File: src/rtl/gca_pkg.sv
// shared types, codes and table generators for the gamma color arithmetic block
package gca_pkg;

    localparam logic [1:0] OP_ADD = 2'd0;
    localparam logic [1:0] OP_SUB = 2'd1;
    localparam logic [1:0] OP_MUL = 2'd2;
    localparam logic [1:0] OP_DIV = 2'd3;

    localparam logic [2:0] K_ADD  = 3'd0;
    localparam logic [2:0] K_SUB  = 3'd1;
    localparam logic [2:0] K_MUL  = 3'd2;
    localparam logic [2:0] K_DIV  = 3'd3;
    localparam logic [2:0] K_PASS = 3'd4;
    localparam logic [2:0] K_ZERO = 3'd5;

    localparam int LIN_INT_BITS = 18;

    typedef struct packed {
        logic [2:0]  kind;
        logic [7:0]  alpha;
        logic [22:0] scale_mag;
        logic [31:0] color;
    } t_task_ctl;

    function automatic logic [255:0] big_pow(logic [255:0] b, int e);
        logic [255:0] r;
        r = 256'd1;
        for (int i = 0; i < e; i++) begin
            r = r * b;
        end
        return r;
    endfunction

    // round(k^2.2 * 2^f), ties upward
    function automatic logic [63:0] lin_entry(int k, int f);
        logic [255:0] rhs;
        logic [255:0] lhs;
        logic [255:0] lo;
        logic [255:0] hi;
        logic [255:0] mid;
        if (k == 0) begin
            return 64'd0;
        end
        rhs = big_pow(256'(k), 11) << (5 * f + 5);
        lo = 256'd0;
        hi = 256'd1 << (f + LIN_INT_BITS);
        while (lo < hi) begin
            mid = lo + ((hi - lo + 256'd1) >> 1);
            lhs = big_pow((mid << 1) - 256'd1, 5);
            if (lhs <= rhs) begin
                lo = mid;
            end else begin
                hi = mid - 256'd1;
            end
        end
        return lo[63:0];
    endfunction

    // ceil((k - 0.5)^2.2 * 2^f)
    function automatic logic [63:0] thr_entry(int k, int f);
        logic [255:0] rhs;
        logic [255:0] lhs;
        logic [255:0] lo;
        logic [255:0] hi;
        logic [255:0] mid;
        if (k == 0) begin
            return 64'd0;
        end
        rhs = big_pow(256'(2 * k - 1), 11) << (5 * f);
        lo = 256'd1;
        hi = 256'd1 << (f + LIN_INT_BITS);
        while (lo < hi) begin
            mid = lo + ((hi - lo) >> 1);
            lhs = big_pow(mid, 5) << 11;
            if (lhs >= rhs) begin
                hi = mid;
            end else begin
                lo = mid + 256'd1;
            end
        end
        return lo[63:0];
    endfunction

endpackage

File: src/rtl/gca_queue.sv
// small first-in first-out queue between pipeline parts
module gca_queue import gca_pkg::*; #(
    parameter int W = 8,
    parameter int DEPTH = 2
) (
    input  logic         i_clk,
    input  logic         i_rst_n,
    input  logic         i_push,
    input  logic [W-1:0] i_data,
    output logic         o_full,
    input  logic         i_pop,
    output logic [W-1:0] o_data,
    output logic         o_empty
);

    localparam int AW = (DEPTH > 1) ? $clog2(DEPTH) : 1;
    localparam int CW = $clog2(DEPTH + 1);

    logic [W-1:0]  r_mem [DEPTH];
    logic [AW-1:0] r_wptr, n_wptr;
    logic [AW-1:0] r_rptr, n_rptr;
    logic [CW-1:0] r_cnt, n_cnt;
    logic          wr_en, rd_en;

    assign o_full  = (r_cnt == CW'(DEPTH));
    assign o_empty = (r_cnt == '0);
    assign o_data  = r_mem[r_rptr];
    assign wr_en   = i_push && !o_full;
    assign rd_en   = i_pop && !o_empty;

    always_comb begin
        n_wptr = r_wptr;
        n_rptr = r_rptr;
        n_cnt  = r_cnt;
        if (wr_en) begin
            n_wptr = (r_wptr == AW'(DEPTH - 1)) ? '0 : r_wptr + AW'(1);
        end
        if (rd_en) begin
            n_rptr = (r_rptr == AW'(DEPTH - 1)) ? '0 : r_rptr + AW'(1);
        end
        if (wr_en && !rd_en) begin
            n_cnt = r_cnt + CW'(1);
        end else if (rd_en && !wr_en) begin
            n_cnt = r_cnt - CW'(1);
        end
    end

    always_ff @(posedge i_clk) begin
        if (!i_rst_n) begin
            r_wptr <= '0;
            r_rptr <= '0;
            r_cnt  <= '0;
        end else begin
            r_wptr <= n_wptr;
            r_rptr <= n_rptr;
            r_cnt  <= n_cnt;
        end
    end

    always_ff @(posedge i_clk) begin
        if (wr_en) begin
            r_mem[r_wptr] <= i_data;
        end
    end

endmodule

File: config.mk
export PLATFORM = sky130hd
export DESIGN_NAME = gca_queue
export DESIGN_NICKNAME = d
export VERILOG_FILES = /design/src/rtl/gca_pkg.sv /design/src/rtl/gca_queue.sv
export SDC_FILE = /design/constraint.sdc
export NUM_CORES = 1
export LEC_CHECK = 0
export ABC_AREA = 1
export BUFFER_PORTS_ARGS = -buffer_cell sky130_fd_sc_hd__buf_2
export CAP_MARGIN = 20
export CORE_MARGIN = 1
export CORE_UTILIZATION = 49
export CTS_CLUSTER_DIAMETER = 50
export DETAILED_ROUTE_END_ITERATION = 6
export PLACE_DENSITY = 0.75
export REMOVE_ABC_BUFFERS = 1
export SYNTH_ARGS = -nofsm -noshare
export SYNTH_HDL_FRONTEND = slang
export SYNTH_SLANG_ARGS = --single-unit
File: constraint.sdc
create_clock -name i_clk -period 1.5 [get_ports i_clk]
set_clock_uncertainty 0.05 [all_clocks]
set_input_delay 0.15 -clock i_clk [delete_from_list [all_inputs] [get_ports i_clk]]
set_output_delay 0.15 -clock i_clk [all_outputs]
set_load 0.02 [all_outputs]
# Yosys cells after proc, flatten, opt, wreduce, memory -nomap -nowiden
# Memory sizes are Yosys's and may differ from the RTL's. A register that Yosys moved wholly into a read port is not among the register bits.
# Index checks and enable logic that the tools add are counted.
[op_classes]
addsub = 4
n_eq_ne = 1
mux = 8
reduce_logical = 10
[op_table]
columns = ["operator", "count"]
rows = [
  ["$mux W1", 6],
  ["$logic_and A1 B1 Y1", 4],
  ["$logic_not A1 Y1", 4],
  ["$mux W2", 2],
  ["$add A1 B1 Y1 const B", 2],
  ["$add A2 B1 Y2 const B", 1],
  ["$eq A2 B2 Y1 const B", 1],
  ["$logic_not A2 Y1", 1],
  ["$reduce_bool A2 Y1", 1],
  ["$sub A2 B1 Y2 const B", 1],
]
[word_totals]
ff_bits = 4
ram_bits = 16
out_inout_bits = 10
elab_cells = 27
n_memories = 1
[memory_table]
columns = ["name", "words", "width", "rd", "rd_clocked_by_memory_dff", "wr", "line", "rtl"]
rows = [
  ["r_mem", 2, 8, 1, 1, 1, "gca_queue.sv:19", "logic [W-1:0] r_mem [DEPTH];"],
]

# Depth between registers and ports, before layout
# Gate-level depths: netlist of the first run.
[logic_depth]
ltp_word = 7
depth_mapped = 10
mapped_depth_nobuf = 10

# Worst setup path before layout of the first run
# Ideal clock, no wire load.
[synth_path]
kind = "reg2reg"
startpoint = "reg r_cnt[0]"
endpoint = "reg r_cnt[1]"
t_arrival_ps = 1360
required_ps = 1386
path_slack_ps = 27
stages_incl_launch_ff = 10
cell_sequence = "dfxtp_1 > nor2_1 > nor2_2 > inv_1 > ha_1 > inv_1 > nand3_1 > nand2_1 > inv_1 > nor2_1"
[synth_via]
elab_chain_cells = 6
word_cells_on_any_way = 15
classes_between = "add/sub (2); eq/ne (1); mux (2); reduce/logical (10)"
[synth_lines]
columns = ["element", "line", "rtl"]
rows = [
  ["from (decl)", "gca_queue.sv:22", "logic [CW-1:0] r_cnt, n_cnt;"],
  ["from (signal assigned)", "gca_queue.sv:56", "r_cnt <= n_cnt;"],
  ["$logic_not A2 Y1 *", "gca_queue.sv:26", "assign o_empty = (r_cnt == '0);"],
  ["net o_empty", "gca_queue.sv:13", "output logic o_empty"],
  ["$logic_not A1 Y1 *", "gca_queue.sv:29", "assign rd_en = i_pop && !o_empty;"],
  ["$logic_and A1 B1 Y1 *", "gca_queue.sv:29", ""],
  ["$logic_not A1 Y1", "gca_queue.sv:41", "if (wr_en && !rd_en) begin"],
  ["$logic_and A1 B1 Y1", "gca_queue.sv:41", ""],
  ["$mux W2 / $reduce_bool A2 Y1 (equally long branches)", "-", ""],
]
# Mark *: on every way through the listed nets, which the timed path passes. The rest lies on a longest branch. The select of a mux whose other input is x is not followed.
# A chain may end at the register's enable or synchronous reset.

==> results.yml, run 1 <==
sta:
  fmax_ghz: 0.704
  worst_pin_slew_ns: 0.244
  worst_slack_ns: 0.0798
  finalHoldViolCount: 0
  timing.setup.tns_ns: 0
  fin_crit_ns: 1.42
  fin_crit_sh: 0.947
  slew_violations: 0
  slew_headroom: 0.837
  whs_ns: 0.0426
  rsz0062_at_grt: "no"
  setup_violations: 0
clocking:
  clkTransAtPathRegs_ns: 0.12
  clockRootBuffer: "clkbuf_4"
  postCtsSetupBuffers: 0
  ctsLongestPathBuffers: 2
  cts.sinks: 21
  cts_inserted_buffers: 3
  worstSkewPairLatency_ns: 0.29
  htree_num_levels: 1
  cts_tree: "done"
drt:
  dr.pass1.iters: 4
  vias: 541
  drc_errors: 0
  vias_per_cell: 4.75
  ant_nets: 0
  finalWirelength_mm: 1.23
  wl_per_cell_um: 10.8
  drtIter0Drc: 7
final_layout:
  fin_cells: 114
  fillerInstances: 111
  final_common_cell: "buf_2"
  final_cell_mix: "21 x buf_2, 16 x edfxtp_1, 10 x nor2_1"
  syn_to_final_growth_pct: 32.7
  drive_gt1_frac: 0.439
  diodes: 0
  finalNetCount: 112
job:
  drv_cap: 0
synth:
  yosysSeqAreaShare: 0.705
  syn_area_per_cell_um2: 13.1
  ys_seq_elements: 21
  netlist_area_um2: 823
  yosys.area.top_type: "edfxtp_1"
  synth_top_area_share: 0.584
  synthDistinctLibCells: 15
  yosysWarnings: 0
  synth.area.top_cells: "edfxtp_1 58%, dfxtp_1 12%, mux2_2 11%"
  netlist_instances: 63
pwr:
  ir_drop_mv: 0.904
  p_leak_nw: 0.461
  p_per_area_nw_per_um2: 1540
placement:
  hpwl_um: 860
  gp_congestion: 0.678
  numPortBuffers: 21
  placed_cells: 102
  post-place-ws_ns: 0.0839
setup_path:
  cp.arrival_ns: 1.22
  reg2reg_setup_slack_ns: 0.13
  path_max_fanout: 8
  required_ns: 1.30
  end_kind: "output port"
  critPathLaunchType: "flip-flop"
  crit_path_cell_trace: "mux2_2 -> buf_2"
  criticalPathCategory: "reg2out"
  max_stage_delay_ns: 0.43
  crit_slowest_cell: "dfxtp_4"
floorplan:
  io_pins: 22
  core_um2: 1540
  initial_utilization: 0.534
  die_area_um2: 1850
  die_h_um: 43.0
  num_rows: 14
  die_x_um: 43.0
global_routing:
  grt_first_pass_wirelength_mm: 1.88
  grt_max_degree: 13
  grt_overflow: 0
  track_usage: 0.142
  antenna_found_initial: 0
  grt_pass1_vias: 482
worst_hold_path:
  hp-class: "in2reg"
outcome:
  status: "finished, final reports clean"
## layer usage
| metal | vias to the layer above | GRT usage | share of wire |
|---|---|---|---|
| li1 | 283 | - | - |
| met1 | 240 | 0.163 | 0.44 |
| met2 | 18 | 0.248 | 0.51 |
| met3 | 0 | 0.0255 | 0.050 |
| met4 | 0 | 0.0727 | 0 |
| met5 | - | 0 | 0 |
## power breakdown
group | switching [W] | internal [W]
logic | 0.000339 | 0.000259
registers | 0.0000680 | 0.000752
clock network | 0.000164 | 0.0000990
total | 0.000571 | 0.00111
## worst max-delay path, delay by kind of cell (launching register included)
family | cells | cell delay, ns
multiplexers | 1 | 0.34
buffers and inverters | 1 | 0.16
flip-flops | 1 | 0.43
## final cells by class
type	count	area (um^2)	area share
inverters	9	33.8	0.0309
multi-input cells	32	216	0.198
clock buffers	3	22.5	0.0206
repair buffers	32	208	0.190
flip-flops and latches	21	587	0.537
well taps	16	20.0	0.0183
clock inverters	1	5.00	0.00458
## per-stage QoR
stage / util / instance area (um^2) / total power, W
2_1_floorplan: - / 818 / 0.00121
5_1_grt: 0.709 / 1090 / 0.00179
4_1_cts: 0.697 / 1070 / 0.00166
3_3_place_gp: 0.627 / 966 / 0.00137
3_5_place_dp: 0.627 / 966 / 0.00139
6_report: 0.709 / 1090 / 0.00168
## kinds of logic (layout without fill, tap and decap cells)
| logic type | after synthesis | count (layout) | share of synthesized area |
|---|---|---|---|
| and+or+nand+nor | 19 | 19 | 0.0942 |
| DFF | 21 | 21 | 0.705 |
| muxes | 8 | 8 | 0.109 |
| AOI/OAI and AO/OA | 4 | 4 | 0.0289 |
| buffers and inverters | 10 | 45 | 0.0471 |
| adders and majority gates | 1 | 1 | 0.0152 |
## state kept, by name (all words and copies together) (netlist names), named ones only
signal / cells
r_wptr: 1
r_mem: 16
r_cnt: 2
r_rptr: 1
## synthesized netlist by cell type
master     n
edfxtp_1  16
nor2_1    10
inv_1      8
mux2_2     8
nand2_1    6
dfxtp_1    5
o21ai_0    2
a21oi_1    1
buf_2      1
ha_1       1
inv_2      1
nand3_1    1
nand4_1    1
nor2_2     1
o21ai_2    1
## worst paths after layout
| check | from | end | depth (start not counted) |
|---|---|---|---|
| min reg2reg | r_cnt[0]$_SDFFE_PN0P_ | r_cnt[0]$_SDFFE_PN0P_ | 2 |
| max | flip-flop | o_data[5] | 2 |
| max reg2reg | r_cnt[1]$_SDFFE_PN0P_ | r_cnt[1]$_SDFFE_PN0P_ | 9 |
| min | i_rst_n | r_cnt[1]$_SDFFE_PN0P_ | 3 |
## what timing repair did
action | CTS | global route
hold buffers | 8 | 0
setup endpoints to repair | 8 | 7
pin swaps | 0 | 1
endpoints found under the hold margin | 16 | 0
resized for setup | 1 | 4
Power figures use the tool's default switching activity.
==> run 2: changes to the inputs <==
Settings changed: CORE_ASPECT_RATIO from default to 1.4, CORE_UTILIZATION 49 to 45, PLACE_DENSITY 0.75 to 0.7.
==> run 2 against run 1 <==
Net effect:
- routed wire length is 11% higher
- hold slack improved by 0.0091 ns
- total power increased by 2.1%
- final cell count rose by 4.4%
- sequential power hardly changed
- via count grew 6.8%
- non-clock buffer count up 2
- worst setup slack better by 0.0073 ns
- clock power is 2% lower
- critical endpoint is now o_data[6]
- largest power group unchanged
- cell area increased by 1.6%
==> results.yml, run 2 (synthesis results as in run 1) <==
outcome:
  status: "finished, final reports clean"
final_layout:
  utilization: 0.678
  drive_gt1_frac: 0.460
  syn_to_final_growth_pct: 34.8
  largest_reg_flops: 16
  diodes: 0
  top_register: "r_mem"
  final_cell_mix: "21 x buf_2, 16 x edfxtp_1, 10 x nor2_1"
  final_common_cell: "buf_2"
  finalNetCount: 114
  largest_registers: "r_mem: 16 flops, r_cnt: 2 flops"
sta:
  setup_violations: 0
  slew_violations: 0
  slew_headroom: 0.829
  fin_crit_ns: 1.41
  fmax_ghz: 0.708
  finalHoldViolCount: 0
  fin_crit_sh: 0.942
  whs_ns: 0.0517
  worst_pin_slew_ns: 0.256
drt:
  vias_per_cell: 4.86
  drtIter0Drc: 7
  dr.pass1.iters: 4
  drc_errors: 0
  finalWirelength_mm: 1.36
  ant_nets: 0
  wl_per_cell_um: 11.4
  vias: 578
clocking:
  ctsLongestPathBuffers: 2
  clkTransAtPathRegs_ns: 0.11
  htree_num_levels: 1
  cts_inserted_buffers: 3
  worstSkewPairLatency_ns: 0.29
  clockRootBuffer: "clkbuf_4"
  cts_tree: "done"
  cts.sinks: 21
pwr:
  ir_drop_mv: 0.953
  p_per_area_nw_per_um2: 1550
  p_leak_nw: 0.467
setup_path:
  critPathLaunchType: "flip-flop"
  criticalPathCategory: "reg2out"
  path_max_fanout: 8
  cp.arrival_ns: 1.21
  end_kind: "output port"
  required_ns: 1.30
floorplan:
  die_area_um2: 2010
  io_pins: 22
  core_um2: 1640
  die_h_um: 52.6
  die_x_um: 38.2
  num_rows: 17
  initial_utilization: 0.503
placement:
  hpwl_mm: 1.00
  numPortBuffers: 21
  gp_congestion: 0.644
global_routing:
  antenna_found_initial: 0
  grt_overflow: 0
  track_usage: 0.147
  grt_max_degree: 12
  grt_first_pass_wirelength_mm: 2.06
  grt_pass1_vias: 532
worst_hold_path:
  hp-class: "in2reg"
job:
  drv_cap: 0
[run 2: changes by cell type in the layout (fill, tap and decap cells not counted)]
cell	before	now
clkinv_2	1	0
inv_1	8	6
buf_4	3	5
clkbuf_1	0	1
inv_2	1	3
[run 2: power breakdown]
part	leakage, nW	switching (W)	total [W]	internal, W
combinational	0.261	0.000363	0.000635	0.000273
sequential	0.192	0.0000702	0.000822	0.000752
clock	0.0150	0.000155	0.000259	0.000103
total	0.467	0.000588	0.00172	0.00113
[run 2: timing repair]
item                                    in CTS  in global routing
gates resized for setup                      1                  6
setup buffers                                0                  1
endpoints found under the setup margin       8                  5
hold endpoints to repair                     9                  6
pin swaps                                    0                  1
hold buffers                                 5                  3
[run 2: final timing paths]
path / cells after the start / startpoint / endpoint / slack [ns]
max: 2 / flip-flop / o_data[6] / 0.09
min: 3 / i_rst_n / r_cnt[1]$_SDFFE_PN0P_ / 0.05
max reg2reg: 9 / r_cnt[0]$_SDFFE_PN0P_ / r_cnt[1]$_SDFFE_PN0P_ / 0.11
min reg2reg: 2 / r_cnt[0]$_SDFFE_PN0P_ / r_cnt[0]$_SDFFE_PN0P_ / 0.46
[run 2: routing by layer]
layer / track usage / vias to the layer above / wire length (um)
li1: - / 289 / -
met1: 0.157 / 268 / 568
met2: 0.274 / 17 / 731
met3: 0.0255 / 4 / 40
met4: 0.0536 / 0 / 21
met5: 0 / - / 0
[run 2: stage by stage]
step / total power (W) / area (um^2) / setup WS (ns) / instances / setup TNS, ns
6_report: 0.00172 / 1110 / 0.0871 / 119 / 0
5_1_grt: 0.00182 / 1110 / -0.00271 / 119 / -0.00271
4_1_cts: 0.00166 / 1050 / 0.00293 / 115 / 0
3_5_place_dp: 0.00140 / 977 / 0.0330 / 106 / 0
3_3_place_gp: 0.00137 / 977 / 0.0931 / 106 / 0
2_1_floorplan: 0.00121 / 818 / 0.0266 / 62 / 0
[run 2: cell type report]
| type | instances | area [um^2] |
|---|---|---|
| sequential | 21 | 587 |
| fill | 128 | 528 |
| timing repair buffer | 34 | 223 |
| multi-input combinational | 32 | 216 |
| inverter | 9 | 33.8 |
| clock buffer | 4 | 26.3 |
| tap | 19 | 23.8 |
[run 2: worst max-delay path: stages, from the launching register on]
cell     delay, ns
dfxtp_4       0.42
mux2_2        0.34
buf_2         0.16
==> run 3: changes to the inputs <==
==> constraint.sdc (replaced) <==
create_clock -name i_clk -period 1.5 [get_ports i_clk]
set_clock_uncertainty 0.05 [all_clocks]
set_input_delay 0.3 -clock i_clk [delete_from_list [all_inputs] [get_ports i_clk]]
set_output_delay 0.3 -clock i_clk [all_outputs]
set_load 0.02 [all_outputs]
==> run 3 against run 2 <==
Net effect:
- sequential share of layout area is 1.1 points higher
- the flow now finishes with violations (setup timing)
- register-to-register slack worse by 0.08 ns
- highest routed layer unchanged
- combinational power is 9.6% higher
- die area stayed put
- worst setup slack worse by 0.12 ns
- first-iteration DRC count is 14% lower
- total power is 4.0% higher
- cell area is 1.6% lower
- non-clock buffer count is 9 lower
- via count is 7.1% lower
- critical path depth stayed put
==> results.yml, run 3 (synthesis results as in run 1) <==
global_routing:
  grt_overflow: 0
  grt_pass1_vias: 521
  grt_max_degree: 12
  track_usage: 0.148
  antenna_found_initial: 0
  grt_first_pass_wirelength_mm: 2.03
setup_path:
  max_stage_delay_ns: 0.45
  rr_worst_depth: 9
  cp.arrival_ns: 1.19
  criticalPathCategory: "reg2out"
  path_max_fanout: 8
  required_ns: 1.15
  crit_path_cell_trace: "mux2_4 -> buf_6"
  crit_slowest_cell: "dfxtp_4"
  reg2reg_to: "r_cnt[1]$_SDFFE_PN0P_"
  reg2reg_setup_slack_ns: 0.03
  crit_path_end: "o_data[1]"
  end_kind: "output port"
  reg2reg_from: "r_cnt[1]$_SDFFE_PN0P_"
  critPathLaunchType: "flip-flop"
placement:
  gp_congestion: 0.653
  placed_cells: 106
  detailed_place.area_um2: 977
  hpwl_um: 957
  numPortBuffers: 21
sta:
  finalHoldViolCount: 0
  worst_pin_slew_ns: 0.273
  rsz0062_at_grt: "yes"
  whs_ns: 0.147
  fin_crit_ns: 1.54
  fmax_ghz: 0.651
  worst_slack_ns: -0.0356
  fin_crit_sh: 1.02
  slew_headroom: 0.818
  slew_violations: 0
  timing.setup.tns_ns: -0.267
  setup_violations: 8
pwr:
  ir_drop_mv: 0.891
  p_per_area_nw_per_um2: 1630
  p_leak_nw: 0.476
clocking:
  clkTransAtPathRegs_ns: 0.10
  postCtsSetupBuffers: 0
  htree_num_levels: 1
  clockRootBuffer: "clkbuf_4"
  cts.sinks: 21
  cts_tree: "done"
  worstSkewPairLatency_ns: 0.28
  ctsHoldBuffers: 0
  cts_inserted_buffers: 3
  ctsLongestPathBuffers: 2
  cts_resized: 26
drt:
  drc_errors: 0
  ant_nets: 0
  vias: 537
  vias_per_cell: 4.88
  finalWirelength_mm: 1.32
  dr.pass1.iters: 4
  drtIter0Drc: 6
  wl_per_cell_um: 12.0
final_layout:
  fin_area_um2: 1090
  final_cell_mix: "16 x edfxtp_1, 13 x buf_2, 10 x nor2_1"
  multi_input_area_um2: 234
  diodes: 0
  syn_to_final_growth_pct: 32.7
  register_area_um2: 589
  utilization: 0.667
  largest_registers: "r_mem: 16 flops, r_cnt: 2 flops"
  final_common_cell: "edfxtp_1"
  top_register: "r_mem"
  largest_reg_flops: 16
  fin_cells: 110
  drive_gt1_frac: 0.462
  fillerInstances: 127
  finalNetCount: 105
floorplan:
  initial_utilization: 0.503
  die_h_um: 52.6
  die_x_um: 38.2
  core_um2: 1640
  die_area_um2: 2010
  io_pins: 22
  num_rows: 17
outcome:
  status: "finished with violations"
  violations: "setup timing"
job:
  drv_cap: 0
worst_hold_path:
  hp-class: "in2reg"
-- run 3: changes by cell type in the layout (fill, tap and decap cells not counted) --
cell,previous run,this run
dlygate4sd3_1,8,0
buf_2,21,13
ha_4,1,0
mux2_2,8,0
mux2_4,0,8
dfxtp_4,1,2
buf_6,0,8
inv_1,6,8
inv_2,3,1
buf_4,5,4
ha_1,0,1
dfxtp_2,2,1
-- run 3: how the worst min path moves through the flow --
stage | from | cells after the start | end | slack [ns]
3_3_place_gp | r_rptr$_SDFFE_PN0P_ | 2 | r_rptr$_SDFFE_PN0P_ | 0.43
5_1_grt | i_data[1] | 1 | r_mem[1][1]$_DFFE_PP_ | 0.13
3_5_place_dp | r_rptr$_SDFFE_PN0P_ | 2 | flip-flop | 0.43
2_1_floorplan | i_data[0] | 0 | r_mem[0][0]$_DFFE_PP_ | 0.35
4_1_cts | i_data[6] | 1 | r_mem[1][6]$_DFFE_PP_ | 0.14
6_report | i_data[6] | 1 | r_mem[0][6]$_DFFE_PP_ | 0.15
-- run 3: critical path: cells and delay by family, from the launching register on --
family | cells | cell delay, ns
mux | 1 | 0.32
flops | 1 | 0.45
buf+inv | 1 | 0.13
-- run 3: metrics by stage --
stage | power [W] | setup WS, ns
floorplan | 0.00121 | 0.0266
global placement | 0.00137 | 0.0707
detailed placement | 0.00140 | 0.0219
CTS | 0.00178 | -0.0541
global route | 0.00189 | -0.0931
finish | 0.00179 | -0.0356
-- run 3: layout make-up --
| type | count | share of cell area |
|---|---|---|
| Inverter | 9 | 0.0309 |
| Tap cell | 19 | 0.0218 |
| Multi-Input combinational cell | 32 | 0.214 |
| Sequential cell | 21 | 0.540 |
| Clock buffer | 4 | 0.0241 |
| Timing Repair Buffer | 25 | 0.170 |
-- run 3: power by group --
| group | total (W) | internal [W] | switching [W] |
|---|---|---|---|
| registers | 0.000839 | 0.000757 | 0.0000823 |
| logic | 0.000696 | 0.000339 | 0.000358 |
| clock network | 0.000250 | 0.000103 | 0.000147 |
-- run 3: routing by layer --
layer / wire, um / vias up / GRT usage / share of wire
met1: 524 / 245 / 0.156 / 0.40
met5: 0 / - / 0 / 0
li1: - / 273 / - / -
met2: 737 / 17 / 0.260 / 0.56
met3: 44 / 2 / 0.0255 / 0.033
met4: 17 / 0 / 0.0893 / 0.013
